$ cat src/sv/ppc_pkg.sv
// Shared types and constants for the point plane classifier.
// No dependencies; every other file imports this package.
package ppc_pkg;

  // Default parameter values
  localparam int DEF_NOISE_SLOPE      = 983;
  localparam int DEF_COUNT_BITS       = 20;
  localparam int DEF_NORMAL_FRAC_BITS = 14;

  // Fixed datapath widths
  localparam int ACC_W      = 34;  // holds n.p + d*2^F for any F in range
  localparam int DIST_W     = 18;
  localparam int CNT_OUT_W  = 20;
  localparam int CFG_IDX_W  = 3;
  localparam int CFG_DATA_W = 16;
  localparam int QUEUE_DEPTH = 4;

  // Configuration register indexes
  localparam logic [CFG_IDX_W-1:0] REG_NORMAL_X       = 3'd0;
  localparam logic [CFG_IDX_W-1:0] REG_NORMAL_Y       = 3'd1;
  localparam logic [CFG_IDX_W-1:0] REG_NORMAL_Z       = 3'd2;
  localparam logic [CFG_IDX_W-1:0] REG_PLANE_OFFSET   = 3'd3;
  localparam logic [CFG_IDX_W-1:0] REG_TOLERANCE      = 3'd4;
  localparam logic [CFG_IDX_W-1:0] REG_FLOOR_MIN_Y    = 3'd5;
  localparam logic [CFG_IDX_W-1:0] REG_CEILING_MARGIN = 3'd6;
  localparam logic [CFG_IDX_W-1:0] REG_PLANE_VALID    = 3'd7;

  // Configuration reset values
  localparam logic signed [15:0] RST_NORMAL_X       = 16'sd0;
  localparam logic signed [15:0] RST_NORMAL_Y       = -16'sd16384;
  localparam logic signed [15:0] RST_NORMAL_Z       = 16'sd0;
  localparam logic signed [15:0] RST_PLANE_OFFSET   = 16'sd0;
  localparam logic [9:0]         RST_TOLERANCE      = 10'd30;
  localparam logic signed [15:0] RST_FLOOR_MIN_Y    = 16'sd1000;
  localparam logic [14:0]        RST_CEILING_MARGIN = 15'd0;
  localparam logic               RST_PLANE_VALID    = 1'b0;

  typedef enum logic [1:0] {
    LBL_GROUND   = 2'd0,
    LBL_CEILING  = 2'd1,
    LBL_OBSTACLE = 2'd2
  } label_t;

  typedef struct packed {
    logic signed [15:0] normal_x;
    logic signed [15:0] normal_y;
    logic signed [15:0] normal_z;
    logic signed [15:0] plane_offset;
    logic [9:0]         tolerance;
    logic signed [15:0] floor_min_y;
    logic [14:0]        ceiling_margin;
    logic               plane_valid;
  } cfg_t;

  // Classified point handed from front to back
  typedef struct packed {
    label_t                    label;
    logic signed [DIST_W-1:0]  dist_mm;
    logic                      floor_cand;
    logic                      inlier;
    logic                      frame_end;
  } rec_t;

endpackage

$ cat src/sv/ppc_back.sv
// Back end: updates per-frame counters and holds the result register.
// Depends on ppc_pkg; drains ppc_queue.
module ppc_back #(
  parameter int COUNT_BITS = ppc_pkg::DEF_COUNT_BITS
) (
  input  logic                                clk,
  input  logic                                rst_n,
  input  logic                                q_vld,
  input  ppc_pkg::rec_t                       q_rec,
  output logic                                q_pop,
  output logic                                empty,
  input  logic                                pop,
  output logic [1:0]                          label,
  output logic signed [ppc_pkg::DIST_W-1:0]   dist_mm,
  output logic [ppc_pkg::CNT_OUT_W-1:0]       floor_count,
  output logic [ppc_pkg::CNT_OUT_W-1:0]       inlier_count,
  output logic                                frame_done
);
  import ppc_pkg::*;

  localparam logic [COUNT_BITS-1:0] CNT_MAX = '1;

  logic                     out_vld_r, out_vld_nxt;
  logic                     take;
  logic [COUNT_BITS-1:0]    floor_cnt_r, floor_cnt_nxt, floor_new;
  logic [COUNT_BITS-1:0]    inlier_cnt_r, inlier_cnt_nxt, inlier_new;
  logic [COUNT_BITS+CNT_OUT_W-1:0] floor_wide, inlier_wide;
  label_t                   label_r;
  logic signed [DIST_W-1:0] dist_r;
  logic [CNT_OUT_W-1:0]     floor_out_r, inlier_out_r;
  logic                     fdone_r;

  // Load the result register when it is free or being drained
  assign take        = q_vld && (!out_vld_r || pop);
  assign q_pop       = take;
  assign out_vld_nxt = take || (out_vld_r && !pop);

  // Saturating bump, then clear after the last point of a frame
  always_comb begin
    floor_new  = floor_cnt_r;
    inlier_new = inlier_cnt_r;
    if (q_rec.floor_cand && floor_cnt_r != CNT_MAX) begin
      floor_new = floor_cnt_r + 1'b1;
    end
    if (q_rec.inlier && inlier_cnt_r != CNT_MAX) begin
      inlier_new = inlier_cnt_r + 1'b1;
    end
    floor_cnt_nxt  = q_rec.frame_end ? '0 : floor_new;
    inlier_cnt_nxt = q_rec.frame_end ? '0 : inlier_new;
    floor_wide     = {{CNT_OUT_W{1'b0}}, floor_new};
    inlier_wide    = {{CNT_OUT_W{1'b0}}, inlier_new};
  end

  always_ff @(posedge clk) begin
    if (!rst_n) begin
      out_vld_r    <= 1'b0;
      floor_cnt_r  <= '0;
      inlier_cnt_r <= '0;
    end else begin
      out_vld_r <= out_vld_nxt;
      if (take) begin
        floor_cnt_r  <= floor_cnt_nxt;
        inlier_cnt_r <= inlier_cnt_nxt;
      end
    end
  end

  // Hold the result beat until popped
  always_ff @(posedge clk) begin
    if (take) begin
      label_r      <= q_rec.label;
      dist_r       <= q_rec.dist_mm;
      floor_out_r  <= floor_wide[CNT_OUT_W-1:0];
      inlier_out_r <= inlier_wide[CNT_OUT_W-1:0];
      fdone_r      <= q_rec.frame_end;
    end
  end

  assign empty        = !out_vld_r;
  assign label        = label_r;
  assign dist_mm      = dist_r;
  assign floor_count  = floor_out_r;
  assign inlier_count = inlier_out_r;
  assign frame_done   = fdone_r;

endmodule

$ cat config.mk
export PLATFORM = sky130hd
export DESIGN_NAME = ppc_back
export DESIGN_NICKNAME = d
export VERILOG_FILES = /design/src/sv/ppc_pkg.sv /design/src/sv/ppc_back.sv
export SDC_FILE = /design/constraint.sdc
export NUM_CORES = 1
export LEC_CHECK = 0
export ABC_CLOCK_PERIOD_IN_PS = 1940
export BUFFER_PORTS_ARGS = -buffer_cell sky130_fd_sc_hd__buf_2
export CORE_MARGIN = 1
export CORE_UTILIZATION = 35
export DETAILED_ROUTE_END_ITERATION = 16
export MAX_ROUTING_LAYER = met4
export SYNTH_ARGS = -nofsm -noshare
export SYNTH_HDL_FRONTEND = slang
export SYNTH_SLANG_ARGS = --single-unit
$ cat constraint.sdc
create_clock -name clk -period 1.94 [get_ports clk]
set_input_delay 0.097 -clock clk [delete_from_list [all_inputs] [get_ports clk]]
set_output_delay 0.097 -clock clk [all_outputs]
set_load 0.05 [all_outputs]
==> run metrics <==
R2R Path Start inlier_cnt_r[12]$_SDFFE_PN0P_; mux cell area share after synthesis 1.33%; GR Util All Layers 16.8%; met2 WL around 5.3 mm; Peak VDD IR between 0.0004 and 0.0005 V; Fin. Hold Viols 0; Seq/Total Area, Yosys 55.4%; clock slew at reported path FFs about 0.070 ns; Port Buf Inserts 89; Sequential Area 2660 um2; syn_nets between 400 and 500; Die Width 119 um; Clock Sinks 102; #FFs+latches synth between 100 and 150; final worst-path cycle share slightly below 100%; Post-Syn Instances 432; Initial Util 36.0%; Final Skew 0.00792 ns; DIE HEIGHT 119 um; Cell Pwr Density 740 nW/um2; worst hold path class primary input to flip-flop; CTS root buffer clkbuf_16; status finished clean; Sum Neg Setup Slack 0 ns; relative slew slack 69.0%; post-route antenna net violation count 0; synthesis-to-finish area growth 30.2%; commonest non-fill, non-tap cell in the layout buf_2; Setup Viol. Count Final 0; die area 14200 um2; number of global-route vias before repair 3809; Iter 0 DRT Violations 238; Cells after DPL 719; Max Freq 537 MHz; vias per cell 5.14; grt ovf 0; Avg WL per Cell between 15 and 20 um; NumNets Final 604; max-cap violation count 0; Num CTS Buffers 9; RSZ-0062 raised after global routing no; syn_area_per_cell 11.1 um2; # fillers 1212; worst slew pin tran 0.463 ns; antenna violations before repair 0; crit path time final 1.86 ns; Post-synth EDFFs 61; first-pass GRT wire length 18.3 mm; post-synthesis compound-gate area fraction 14.4%; WP data required 2.03 ns; CTS tree done; standard-cell rows 42; area of the multi-input gates 2000 um2; # diodes 0; share of layout cells above drive strength 1 31.6%; Synth top area share 38.2%; post-DP HPWL 7.90 mm; final instance area 6240 um2; Placed Area 5730 um2; Post-synth ARST share 0%; Final Util 46.9%; most area-consuming cells after synthesis edfxtp_1 (38%), dfxtp_1 (17%), nand2_1 (3.3%); CTS max path bufs 2; most frequent cells in the layout buf_2 (88), edfxtp_1 (61), buf_4 (46); DR DRC count 0; io pins 90; Hold Path Origin q_vld; metal3 WL between 400 and 500 um; crit path max fanout 6; top layer in use met4; Adder-Cell Fraction of Synth Area 0.522%; largest net degree at the start of global routing 46; largest family of logic cells by synthesized area simple AND/OR/NAND/NOR gates; Synth Flop Type edfxtp_1; simple logic cell fraction of the synthesized area 19.0%; critical path arrival 1.95 ns; CP Capture Type flip-flop; Final GP Congestion 0.874; via count 3888; max-slew violations 0; TritonRoute pass-1 iters 4; Non-Filler Instances ~760; Post-Synthesis Cell Area 4790 um2; XOR/XNOR Fraction of Synth Area 5.85%; YS warnings 0; Worst-Skew Late Latency around 0.34 ns; kind of critical path flip-flop to flip-flop; Pwr Total 4.62 mW; Routed WL around 11 mm; met1 wire length between 5 and 6 mm; count of cell types in the netlist 67; Core Region between 10000 and 15000 um2; Leakage 2.46 nW; Worst Setup SP inlier_cnt_r[12]$_SDFFE_PN0P_; CP Launch Type flip-flop; H-Tree Depth 3; post-synth top area cell edfxtp_1
==> cells in the mapped netlist, drive strengths merged, types with 2 or more instances <==
| master | n |
|---|---|
| a2111oi | 2 |
| o21ai | 17 |
| nand4 | 22 |
| a21o | 2 |
| o22ai | 2 |
| mux2i | 3 |
| and4 | 5 |
| nand4b | 2 |
| a221o | 2 |
| a22o | 6 |
| xor2 | 16 |
| and2 | 3 |
| a211o | 2 |
| or3 | 10 |
| clkbuf | 11 |
| nand2b | 2 |
| nor3 | 16 |
| and3 | 3 |
| a41oi | 3 |
| nor4 | 2 |
| a211oi | 3 |
| a31o | 3 |
| edfxtp | 61 |
| nor2 | 24 |
| nand3b | 3 |
| o21a | 3 |
| mux2 | 3 |
| a31oi | 11 |
| ha | 2 |
| inv | 11 |
| a21oi | 20 |
| nor4b | 2 |
| buf | 15 |
| a21boi | 2 |
| nand2 | 42 |
| nor2b | 2 |
| dfxtp | 41 |
| o31ai | 3 |
| nand3 | 21 |
| a22oi | 2 |
| a2bb2oi | 2 |
| xnor2 | 16 |
| o211ai | 2 |
==> report_power, final <==
group | switching (mW) | leakage (nW) | internal, mW
sequential | 0.0216 | 0.933 | 2.37
combinational | 0.411 | 1.41 | 0.147
clock | 0.766 | 0.124 | 0.898
total | 1.20 | 2.46 | 3.42
==> final timing paths <==
| kind | end | slack [ns] | depth (start not counted) |
|---|---|---|---|
| min reg2reg | inlier_cnt_r[1]$_SDFFE_PN0P_ | 0.48 | 2 |
| max | inlier_count[1]$_DFFE_PP_ | 0.08 | 4 |
| min | out_vld_r$_SDFF_PN0_ | 0.1 | 3 |
| max reg2reg | inlier_count[1]$_DFFE_PP_ | 0.08 | 4 |
==> layout make-up <==
cell class | count | share of cell area, %
repair buffers | 158 | 16.7
clock buffers | 12 | 3.95
clock inverters | 4 | 0.361
flip-flops and latches | 102 | 42.6
inverters | 11 | 0.742
multi-input cells | 293 | 32.1
well taps | 176 | 3.53
==> cell families (layout without fill, tap and decap cells) <==
kind of cell,after synthesis,in the layout
XOR/XNOR,32,32
AO/OA/AOI/OAI,93,93
flip-flops,102,102
multiplexers,6,6
buffers and inverters,37,185
adder cells (fa/ha/maj),2,2
AND/OR/NAND/NOR,160,160
==> stage by stage <==
step                hold slack, ns  setup WS [ns]
floorplan                    0.196         0.0374
global placement             0.273         0.0752
detailed placement           0.276         0.0106
CTS                         0.0865         0.0291
global route                 0.105        0.00417
finish                      0.0977         0.0774
==> state kept, by name, indices dropped and copies added, names as in the netlist <==
signal / flops
floor_cnt_r: 20
floor_count: 20
inlier_cnt_r: 20
inlier_count: 20
dist_mm: 18
label: 2
frame_done: 1
out_vld_r: 1
==> timing repair <==
action / 4_1_cts / 5_1_grt
pin swaps: 0 / 2
resized for setup: 1 / 7
setup buffers: 0 / 1
hold buffers: 20 / 0
endpoints found under the hold margin: 20 / 0
setup endpoints to repair: 1 / 15
==> layer usage <==
metal	vias to the layer above	global-route usage [%]
met4	0	6.80
met1	1856	22.3
li1	1907	-
met3	16	1.48
met5	-	-
met2	109	26.3
==> critical path, stage by stage, from the launching register on <==
cell and delay [ns]:
dfxtp_1 0.41, nand4_2 0.20, or3_4 0.46, o21ai_2 0.18
mux2_2 0.36
No activity file was read; power rests on OpenSTA's default activity.
