### src/sv/ppc_pkg.sv
// Shared types and constants for the point plane classifier.
// No dependencies; every other file imports this package.
package ppc_pkg;

  // Default parameter values
  localparam int DEF_NOISE_SLOPE      = 983;
  localparam int DEF_COUNT_BITS       = 20;
  localparam int DEF_NORMAL_FRAC_BITS = 14;

  // Fixed datapath widths
  localparam int ACC_W      = 34;  // holds n.p + d*2^F for any F in range
  localparam int DIST_W     = 18;
  localparam int CNT_OUT_W  = 20;
  localparam int CFG_IDX_W  = 3;
  localparam int CFG_DATA_W = 16;
  localparam int QUEUE_DEPTH = 4;

  // Configuration register indexes
  localparam logic [CFG_IDX_W-1:0] REG_NORMAL_X       = 3'd0;
  localparam logic [CFG_IDX_W-1:0] REG_NORMAL_Y       = 3'd1;
  localparam logic [CFG_IDX_W-1:0] REG_NORMAL_Z       = 3'd2;
  localparam logic [CFG_IDX_W-1:0] REG_PLANE_OFFSET   = 3'd3;
  localparam logic [CFG_IDX_W-1:0] REG_TOLERANCE      = 3'd4;
  localparam logic [CFG_IDX_W-1:0] REG_FLOOR_MIN_Y    = 3'd5;
  localparam logic [CFG_IDX_W-1:0] REG_CEILING_MARGIN = 3'd6;
  localparam logic [CFG_IDX_W-1:0] REG_PLANE_VALID    = 3'd7;

  // Configuration reset values
  localparam logic signed [15:0] RST_NORMAL_X       = 16'sd0;
  localparam logic signed [15:0] RST_NORMAL_Y       = -16'sd16384;
  localparam logic signed [15:0] RST_NORMAL_Z       = 16'sd0;
  localparam logic signed [15:0] RST_PLANE_OFFSET   = 16'sd0;
  localparam logic [9:0]         RST_TOLERANCE      = 10'd30;
  localparam logic signed [15:0] RST_FLOOR_MIN_Y    = 16'sd1000;
  localparam logic [14:0]        RST_CEILING_MARGIN = 15'd0;
  localparam logic               RST_PLANE_VALID    = 1'b0;

  typedef enum logic [1:0] {
    LBL_GROUND   = 2'd0,
    LBL_CEILING  = 2'd1,
    LBL_OBSTACLE = 2'd2
  } label_t;

  typedef struct packed {
    logic signed [15:0] normal_x;
    logic signed [15:0] normal_y;
    logic signed [15:0] normal_z;
    logic signed [15:0] plane_offset;
    logic [9:0]         tolerance;
    logic signed [15:0] floor_min_y;
    logic [14:0]        ceiling_margin;
    logic               plane_valid;
  } cfg_t;

  // Classified point handed from front to back
  typedef struct packed {
    label_t                    label;
    logic signed [DIST_W-1:0]  dist_mm;
    logic                      floor_cand;
    logic                      inlier;
    logic                      frame_end;
  } rec_t;

endpackage

### src/sv/ppc_queue.sv
// Short queue of classified points between front and back.
// Depends on ppc_pkg.
module ppc_queue (
  input  logic          clk,
  input  logic          rst_n,
  input  logic          wr_en,
  input  ppc_pkg::rec_t wr_rec,
  output logic          full,
  input  logic          rd_en,
  output logic          rd_vld,
  output ppc_pkg::rec_t rd_rec
);
  import ppc_pkg::*;

  localparam int PTR_W = $clog2(QUEUE_DEPTH);

  rec_t             slot_r [QUEUE_DEPTH];
  logic [PTR_W-1:0] wr_ptr_r, wr_ptr_nxt;
  logic [PTR_W-1:0] rd_ptr_r, rd_ptr_nxt;
  logic [PTR_W:0]   fill_r, fill_nxt;
  logic             do_wr, do_rd;

  assign full   = (fill_r == (PTR_W + 1)'(QUEUE_DEPTH));
  assign rd_vld = (fill_r != '0);
  assign rd_rec = slot_r[rd_ptr_r];
  assign do_wr  = wr_en && !full;
  assign do_rd  = rd_en && rd_vld;

  // Advance pointers and track fill level
  always_comb begin
    wr_ptr_nxt = do_wr ? wr_ptr_r + 1'b1 : wr_ptr_r;
    rd_ptr_nxt = do_rd ? rd_ptr_r + 1'b1 : rd_ptr_r;
    fill_nxt   = fill_r + (PTR_W + 1)'(do_wr) - (PTR_W + 1)'(do_rd);
  end

  always_ff @(posedge clk) begin
    if (!rst_n) begin
      wr_ptr_r <= '0;
      rd_ptr_r <= '0;
      fill_r   <= '0;
    end else begin
      wr_ptr_r <= wr_ptr_nxt;
      rd_ptr_r <= rd_ptr_nxt;
      fill_r   <= fill_nxt;
    end
  end

  always_ff @(posedge clk) begin
    if (do_wr) begin
      slot_r[wr_ptr_r] <= wr_rec;
    end
  end

endmodule

### config.mk
export PLATFORM = sky130hd
export DESIGN_NAME = ppc_queue
export DESIGN_NICKNAME = d
export VERILOG_FILES = /design/src/sv/ppc_pkg.sv /design/src/sv/ppc_queue.sv
export SDC_FILE = /design/constraint.sdc
export NUM_CORES = 1
export LEC_CHECK = 0
export ABC_AREA = 1
export BUFFER_PORTS_ARGS = -buffer_cell sky130_fd_sc_hd__buf_2
export CORE_MARGIN = 4
export CORE_UTILIZATION = 34
export CTS_CLUSTER_SIZE = 16
export DETAILED_ROUTE_END_ITERATION = 10
export PLACE_DENSITY = 0.49
export SYNTH_ARGS = -nofsm -noshare
export SYNTH_HDL_FRONTEND = slang
export SYNTH_SLANG_ARGS = --single-unit
export TNS_END_PERCENT = 100
### constraint.sdc
create_clock -name clk -period 2.5 [get_ports clk]
set_input_delay 0.375 -clock clk [delete_from_list [all_inputs] [get_ports clk]]
set_output_delay 0.375 -clock clk [all_outputs]
set_load 0.01 [all_outputs]
==> run_results.csv, run 1 <==
group,metric,value,unit
timing,maxSlewHeadroom,62.46,%
clocking,cts.sinks,101,
clocking,ctsHtreeMaxLevel,3,
clocking,cts_resized,0,
status,status,"completed",
global_route,antenna_found_initial,0,
timing,setup_viol,0,
worst_setup_path,worstPathArrival,1.73,ns
timing,layout_min_cycle_time,2.106,ns
logic_synthesis,syn-num-nets,322,
worst_setup_path,end_kind,"output port",
layout,area_growth,17.45,%
worst_setup_path,crit_path_start_kind,"register",
logic_synthesis,synth.distinct_cells,25,
worst_setup_path,required,2.12,ns
timing,slew_violations,0,
logic_synthesis,synth_seq_area_share,70.15,%
logic_synthesis,avgSynthCellArea,14.57,um^2
floorplanning,io_pins,52,
floorplanning,die_x,119.1,um
clocking,cts_made_buffers,9,
power_and_ir_drop,p_leak,0.001760,uW
drt,viasPerCell,4.534,
logic_synthesis,netlist_instances,288,
floorplanning,num_rows,40,
timing,hold_violations,0,
drt,wirelength,7841,um
clocking,post-cts-setup-buffer-count,0,
timing,worstMarginPinSlew,0.5624,ns
worst_setup_path,path_class,"register to output port",
timing,skew,0.008209,ns
logic_synthesis,synth_common_cells,"edfxtp_1 (92), nor2_1 (34), nor2_2 (23), o22ai_2 (23), o21ai_0 (22)",
floorplanning,die_h,119.1,um
min_path,hp-class,"primary input to register",
placed_design,finalWeightedCongestion,0.6642,
global_route,grt_max_degree,47,
worst_setup_path,cp_max_fo,46,
drt,drtIter0Drc,125,
timing,final.setup.tns,0,ns
layout,insertedDiodeCount,0,
logic_synthesis,synth_area,4195,um^2
global_route,grt-ovfl-total,0,
placed_design,hpwl,4768,um
timing,fmax,474.8,MHz
logic_synthesis,synthTopCellsByArea,"edfxtp_1 (66%), o22ai_2 (6.9%), dfxtp_1 (4.3%)",
logic_synthesis,synth_enable_flop_cells,92,
floorplanning,start_util,34.78,%
logic_synthesis,ys_async_sr_fraction,0,%
logic_synthesis,ys_seq_elements,101,
drt,drcViolationCount,0,
clocking,cts_hold_buf,0,
logic_synthesis,ys.flop_type,"edfxtp_1",
timing,worst_hold_slack,0.2464,ns
global_route,grt_usage,11.40,%
global_route,grt_pass1_vias,2335,
layout,drive_gt1_share,42.74,%
floorplanning,die_area,14180,um^2
min_path,min_path_cells,1,
timing,rsz0062_at_grt,"false",
clocking,clock_latency,0.34,ns
drt,first_pass_iters,4,
floorplanning,core,12060,um^2
drt,vias,2353,
drt,ant_nets,0,
clocking,cts_root_buffer,"clkbuf_16",
logic_synthesis,synthDominantCellAreaShare,65.85,%
drt,wl_per_cell,15.11,um
clocking,clkTransAtPathRegs,0.07,ns
placed_design,portBuffers,51,
global_route,grt_pass1_wl,12340,um
worst_setup_path,ff2ff_path_depth,10,
clocking,cts_tree,"built",
timing,timing.final.crit_share,84.24,%
logic_synthesis,synth_top_area_cell,"edfxtp_1",
layout,final_nets,380,
clocking,clockBufferDepth,2,
logic_synthesis,synth_most_common_cell,"edfxtp_1",
power_and_ir_drop,power_density,980.6,nW/um^2
flow_run,drv_cap,0,
power_and_ir_drop,vdd_drop_max,0.0003873,V
logic_synthesis,ys_warn_count,0,
==> final timing paths <==
path | from | to | slack, ns
min | wr_rec[1] | slot_r[3][1]$_DFFE_PP_ | 0.25
max reg2reg | fill_r[1]$_SDFF_PN0_ | fill_r[2]$_SDFF_PN0_ | 0.46
max | register | rd_rec[0] | 0.39
min reg2reg | rd_ptr_r[0]$_SDFFE_PN0P_ | rd_ptr_r[0]$_SDFFE_PN0P_ | 0.50
==> sequential cells by signal (all words and copies together) (netlist names), named ones only <==
name / count
slot_r: 92
fill_r: 3
rd_ptr_r: 2
wr_ptr_r: 2
==> area by class of cell <==
| cell class | count | area [um^2] |
|---|---|---|
| clock buffers | 9 | 225.2 |
| repair buffers | 60 | 322.8 |
| fillers | 1133 | 7134 |
| multi-input cells | 157 | 1079 |
| flip-flops and latches | 101 | 2944 |
| well taps | 168 | 210.2 |
| clock inverters | 7 | 75.07 |
| inverters | 17 | 71.32 |
==> cells in the final DEF, fill, tap and decap left out, types with 3 or more instances in the layout <==
master      Yosys  routed
buf_2           6      51
inv_1          14      14
buf_4           1       9
o21ai_1         8       8
o21ai_0        22      22
ha_1            6       6
o22ai_2        23      23
clkinvlp_4      0       3
nand3_1         3       3
nor2_2         23      27
a21oi_1         4       4
clkbuf_16       0       9
dfxtp_1         9       8
nor2_1         34      30
o21ai_2        17      17
nand2_1        11      11
edfxtp_1       92      92
==> worst max-delay path, cell delays in order, from the launching register on <==
cell and delay, ns:
dfxtp_2 0.61, inv_8 0.23, o21ai_0 0.27, o22ai_2 0.10, buf_2 0.15
==> power breakdown <==
group | internal (uW) | leakage (uW) | switching (uW)
registers | 2060 | 0.000917 | 109
logic | 486 | 0.000705 | 803
clock network | 778 | 0.000138 | 590
==> stage by stage <==
stage	worst slack [ns]	util, %	power, uW	area, um^2	std cells
after floorplan	0.4077	-	3135	4195	288
after global placement	0.5133	38.36	3525	4627	503
after detailed placement	0.4507	38.36	3541	4627	503
after CTS	0.3363	40.85	4915	4927	519
after global routing	0.2179	40.85	5120	4927	519
final	0.3939	40.85	4832	4927	519
==> cell families after synthesis <==
| group | count (synthesis) | synth area share (%) |
|---|---|---|
| flops | 101 | 70.15 |
| compound gates | 76 | 14.82 |
| simple gates | 74 | 8.380 |
| buf+inv | 30 | 4.384 |
| fa+ha+maj | 7 | 2.267 |
==> metal layers <==
layer	up-vias	routed length (um)	global-route usage, %
met2	43	3896	19.46
li1	1156	-	-
met3	9	300	3.229
met1	1145	3516	13.73
met4	0	127	4.127
met5	-	0	0
Note: power is estimated with default switching activity, not from simulation.
==> run 2, diff against run 1 <==
--- a/config.mk
+++ b/config.mk
@@ -11,7 +11,7 @@
 export CORE_UTILIZATION = 34
 export CTS_CLUSTER_SIZE = 16
 export DETAILED_ROUTE_END_ITERATION = 10
-export PLACE_DENSITY = 0.49
+export PLACE_DENSITY = 0.51
 export SYNTH_ARGS = -nofsm -noshare
 export SYNTH_HDL_FRONTEND = slang
 export SYNTH_SLANG_ARGS = --single-unit
==> constraint.sdc (replaced) <==
create_clock -name clk -period 1.7 [get_ports clk]
set_input_delay 0.255 -clock clk [delete_from_list [all_inputs] [get_ports clk]]
set_output_delay 0.255 -clock clk [all_outputs]
set_load 0.01 [all_outputs]
==> run 2 against run 1 <==
The flow now finishes with violations (negative setup slack). Die area unchanged. Core utilization increased by 6.0 points. Routed wire length increased by 15%. Critical path depth increased by 5. Non-clock buffer count increased by 31. Hold slack got worse by 0.12 ns. Total power increased by 72%.
==> run_results.csv, run 2 (synthesis results as in run 1) <==
group,metric,value,unit
status,status,"finished with violations",
status,violations,"negative setup slack",
drt,wirelength,8999,um
timing,skew,0.006334,ns
clocking,ctsHtreeMaxLevel,3,
layout,final_nets,414,
floorplanning,die_x,119.1,um
worst_setup_path,end_kind,"register",
floorplanning,start_util,34.78,%
global_route,grt_max_degree,26,
timing,hold_violations,0,
worst_setup_path,path_class,"register to register",
global_route,grt_pass1_vias,2556,
timing,final.setup.tns,-0.06972,ns
global_route,grt-ovfl-total,0,
timing,setup_viol,2,
timing,worstMarginPinSlew,0.2429,ns
worst_setup_path,cp_max_fo,3,
worst_setup_path,worstPathArrival,1.99,ns
timing,rsz0062_at_grt,"true",
worst_setup_path,crit_start,"fill_r[0]$_SDFF_PN0_",
drt,ant_nets,0,
timing,fmax,571.3,MHz
global_route,grt_pass1_wl,13720,um
worst_setup_path,worstReg2RegStart,"fill_r[0]$_SDFF_PN0_",
layout,layout_common_cells,"edfxtp_1 (92), buf_2 (51), nor2_2 (26)",
floorplanning,die_area,14180,um^2
clocking,cts_tree,"built",
drt,first_pass_iters,4,
layout,final_core_util,46.89,%
timing,slew_violations,0,
drt,drcViolationCount,0,
layout,fill_cells,1064,
placed_design,hpwl,5342,um
drt,vias,2559,
placed_design,finalWeightedCongestion,0.7120,
power_and_ir_drop,p_leak,0.002035,uW
power_and_ir_drop,power_density,1472,nW/um^2
floorplanning,die_h,119.1,um
floorplanning,core,12060,um^2
drt,wl_per_cell,16.27,um
layout,drive_gt1_share,53.51,%
layout,area_growth,34.80,%
layout,reg_top3,"slot_r: 92 flops, fill_r: 3 flops",
flow_run,drv_cap,0,
layout,regMostFlops,"slot_r",
timing,fin_ws,-0.05045,ns
layout,layout_commonest_cell,"edfxtp_1",
timing,layout_min_cycle_time,1.750,ns
clocking,clockBufferDepth,2,
min_path,hp-class,"primary input to register",
floorplanning,num_rows,40,
power_and_ir_drop,p_total,8327,uW
layout,largest_register_ffs,92,
clocking,cts.sinks,101,
global_route,grt_usage,12.70,%
layout,insertedDiodeCount,0,
clocking,cts_made_buffers,9,
clocking,clkTransAtPathRegs,0.07,ns
power_and_ir_drop,vdd_drop_max,0.0005093,V
floorplanning,io_pins,52,
drt,viasPerCell,4.627,
min_path,min_from,"wr_rec[0]",
clocking,cts_root_buffer,"clkbuf_16",
placed_design,portBuffers,51,
timing,maxSlewHeadroom,83.80,%
clocking,cts_hold_buf,0,
drt,drtIter0Drc,99,
worst_setup_path,crit_path_start_kind,"register",
timing,timing.final.crit_share,103.0,%
global_route,antenna_found_initial,1,
worst_setup_path,required,1.94,ns
clocking,clock_latency,0.34,ns
run 2: cell types whose count changed in the layout (fill, tap and decap cells not counted), sizes merged:
cell	delta
clkinv	+2
clkinvlp	-3
buf	+27
bufinv	+1
clkbuf	+6
inv	+1
run 2: power by group:
part / leakage, uW / switching (uW) / internal (uW)
logic: 0.000961 / 1620 / 1370
clock network: 0.000154 / 847 / 1300
registers: 0.000919 / 148 / 3050
run 2: layer usage:
layer  wire length, um  global-route usage (%)  part of all wire [%]  up-vias
li1                  -                       -                     -     1234
met1              3879                   15.26                    43     1259
met2              4564                   21.51                    51       51
met3               391                   3.561                   4.3       13
met4               151                   5.069                   1.7        2
met5                13                       0                  0.14        -
run 2: area by class of cell:
cell class	instances	area, um^2	share of cell area, %
Tap cell	168	210.2	3.717
Sequential cell	101	2954	52.23
Timing Repair inverter	3	47.55	0.8407
Clock inverter	5	82.58	1.460
Timing Repair Buffer	91	726.9	12.85
Inverter	17	97.59	1.726
Clock buffer	11	232.7	4.115
Multi-Input combinational cell	157	1304	23.05
run 2: through the flow:
stage	cell area (um^2)	worst slack, ns	cells	hold WS, ns
6_report	5655	-0.05045	553	0.1285
5_1_grt	5655	-0.1147	553	0.1180
4_1_cts	5182	-0.02616	537	0.1162
3_5_place_dp	4760	-0.02933	517	0.4708
3_3_place_gp	4760	-0.004314	517	0.4713
2_1_floorplan	4220	-0.01551	288	0.3526
run 2: timing repair:
action	CTS	global route
hold endpoints to repair	0	0
cloned	2	6
setup endpoints to repair	25	25
pin swaps	1	19
setup buffers	2	11
gates resized for setup	22	73
run 2: critical path, stage by stage (launching register included):
cell,delay (ns)
dfxtp_4,0.35
nor2_4,0.16
nand2_4,0.08
nand2_4,0.07
ha_4,0.20
inv_4,0.05
ha_4,0.12
inv_2,0.03
fa_2,0.54
nor2_1,0.04
run 2: worst paths after layout:
kind                              end  slack, ns  depth (start not counted)
max              fill_r[1]$_SDFF_PN0_      -0.05                          9
min            slot_r[1][0]$_DFFE_PP_       0.13                          1
max reg2reg      fill_r[1]$_SDFF_PN0_      -0.05                          9
min reg2reg  rd_ptr_r[0]$_SDFFE_PN0P_       0.48                          2
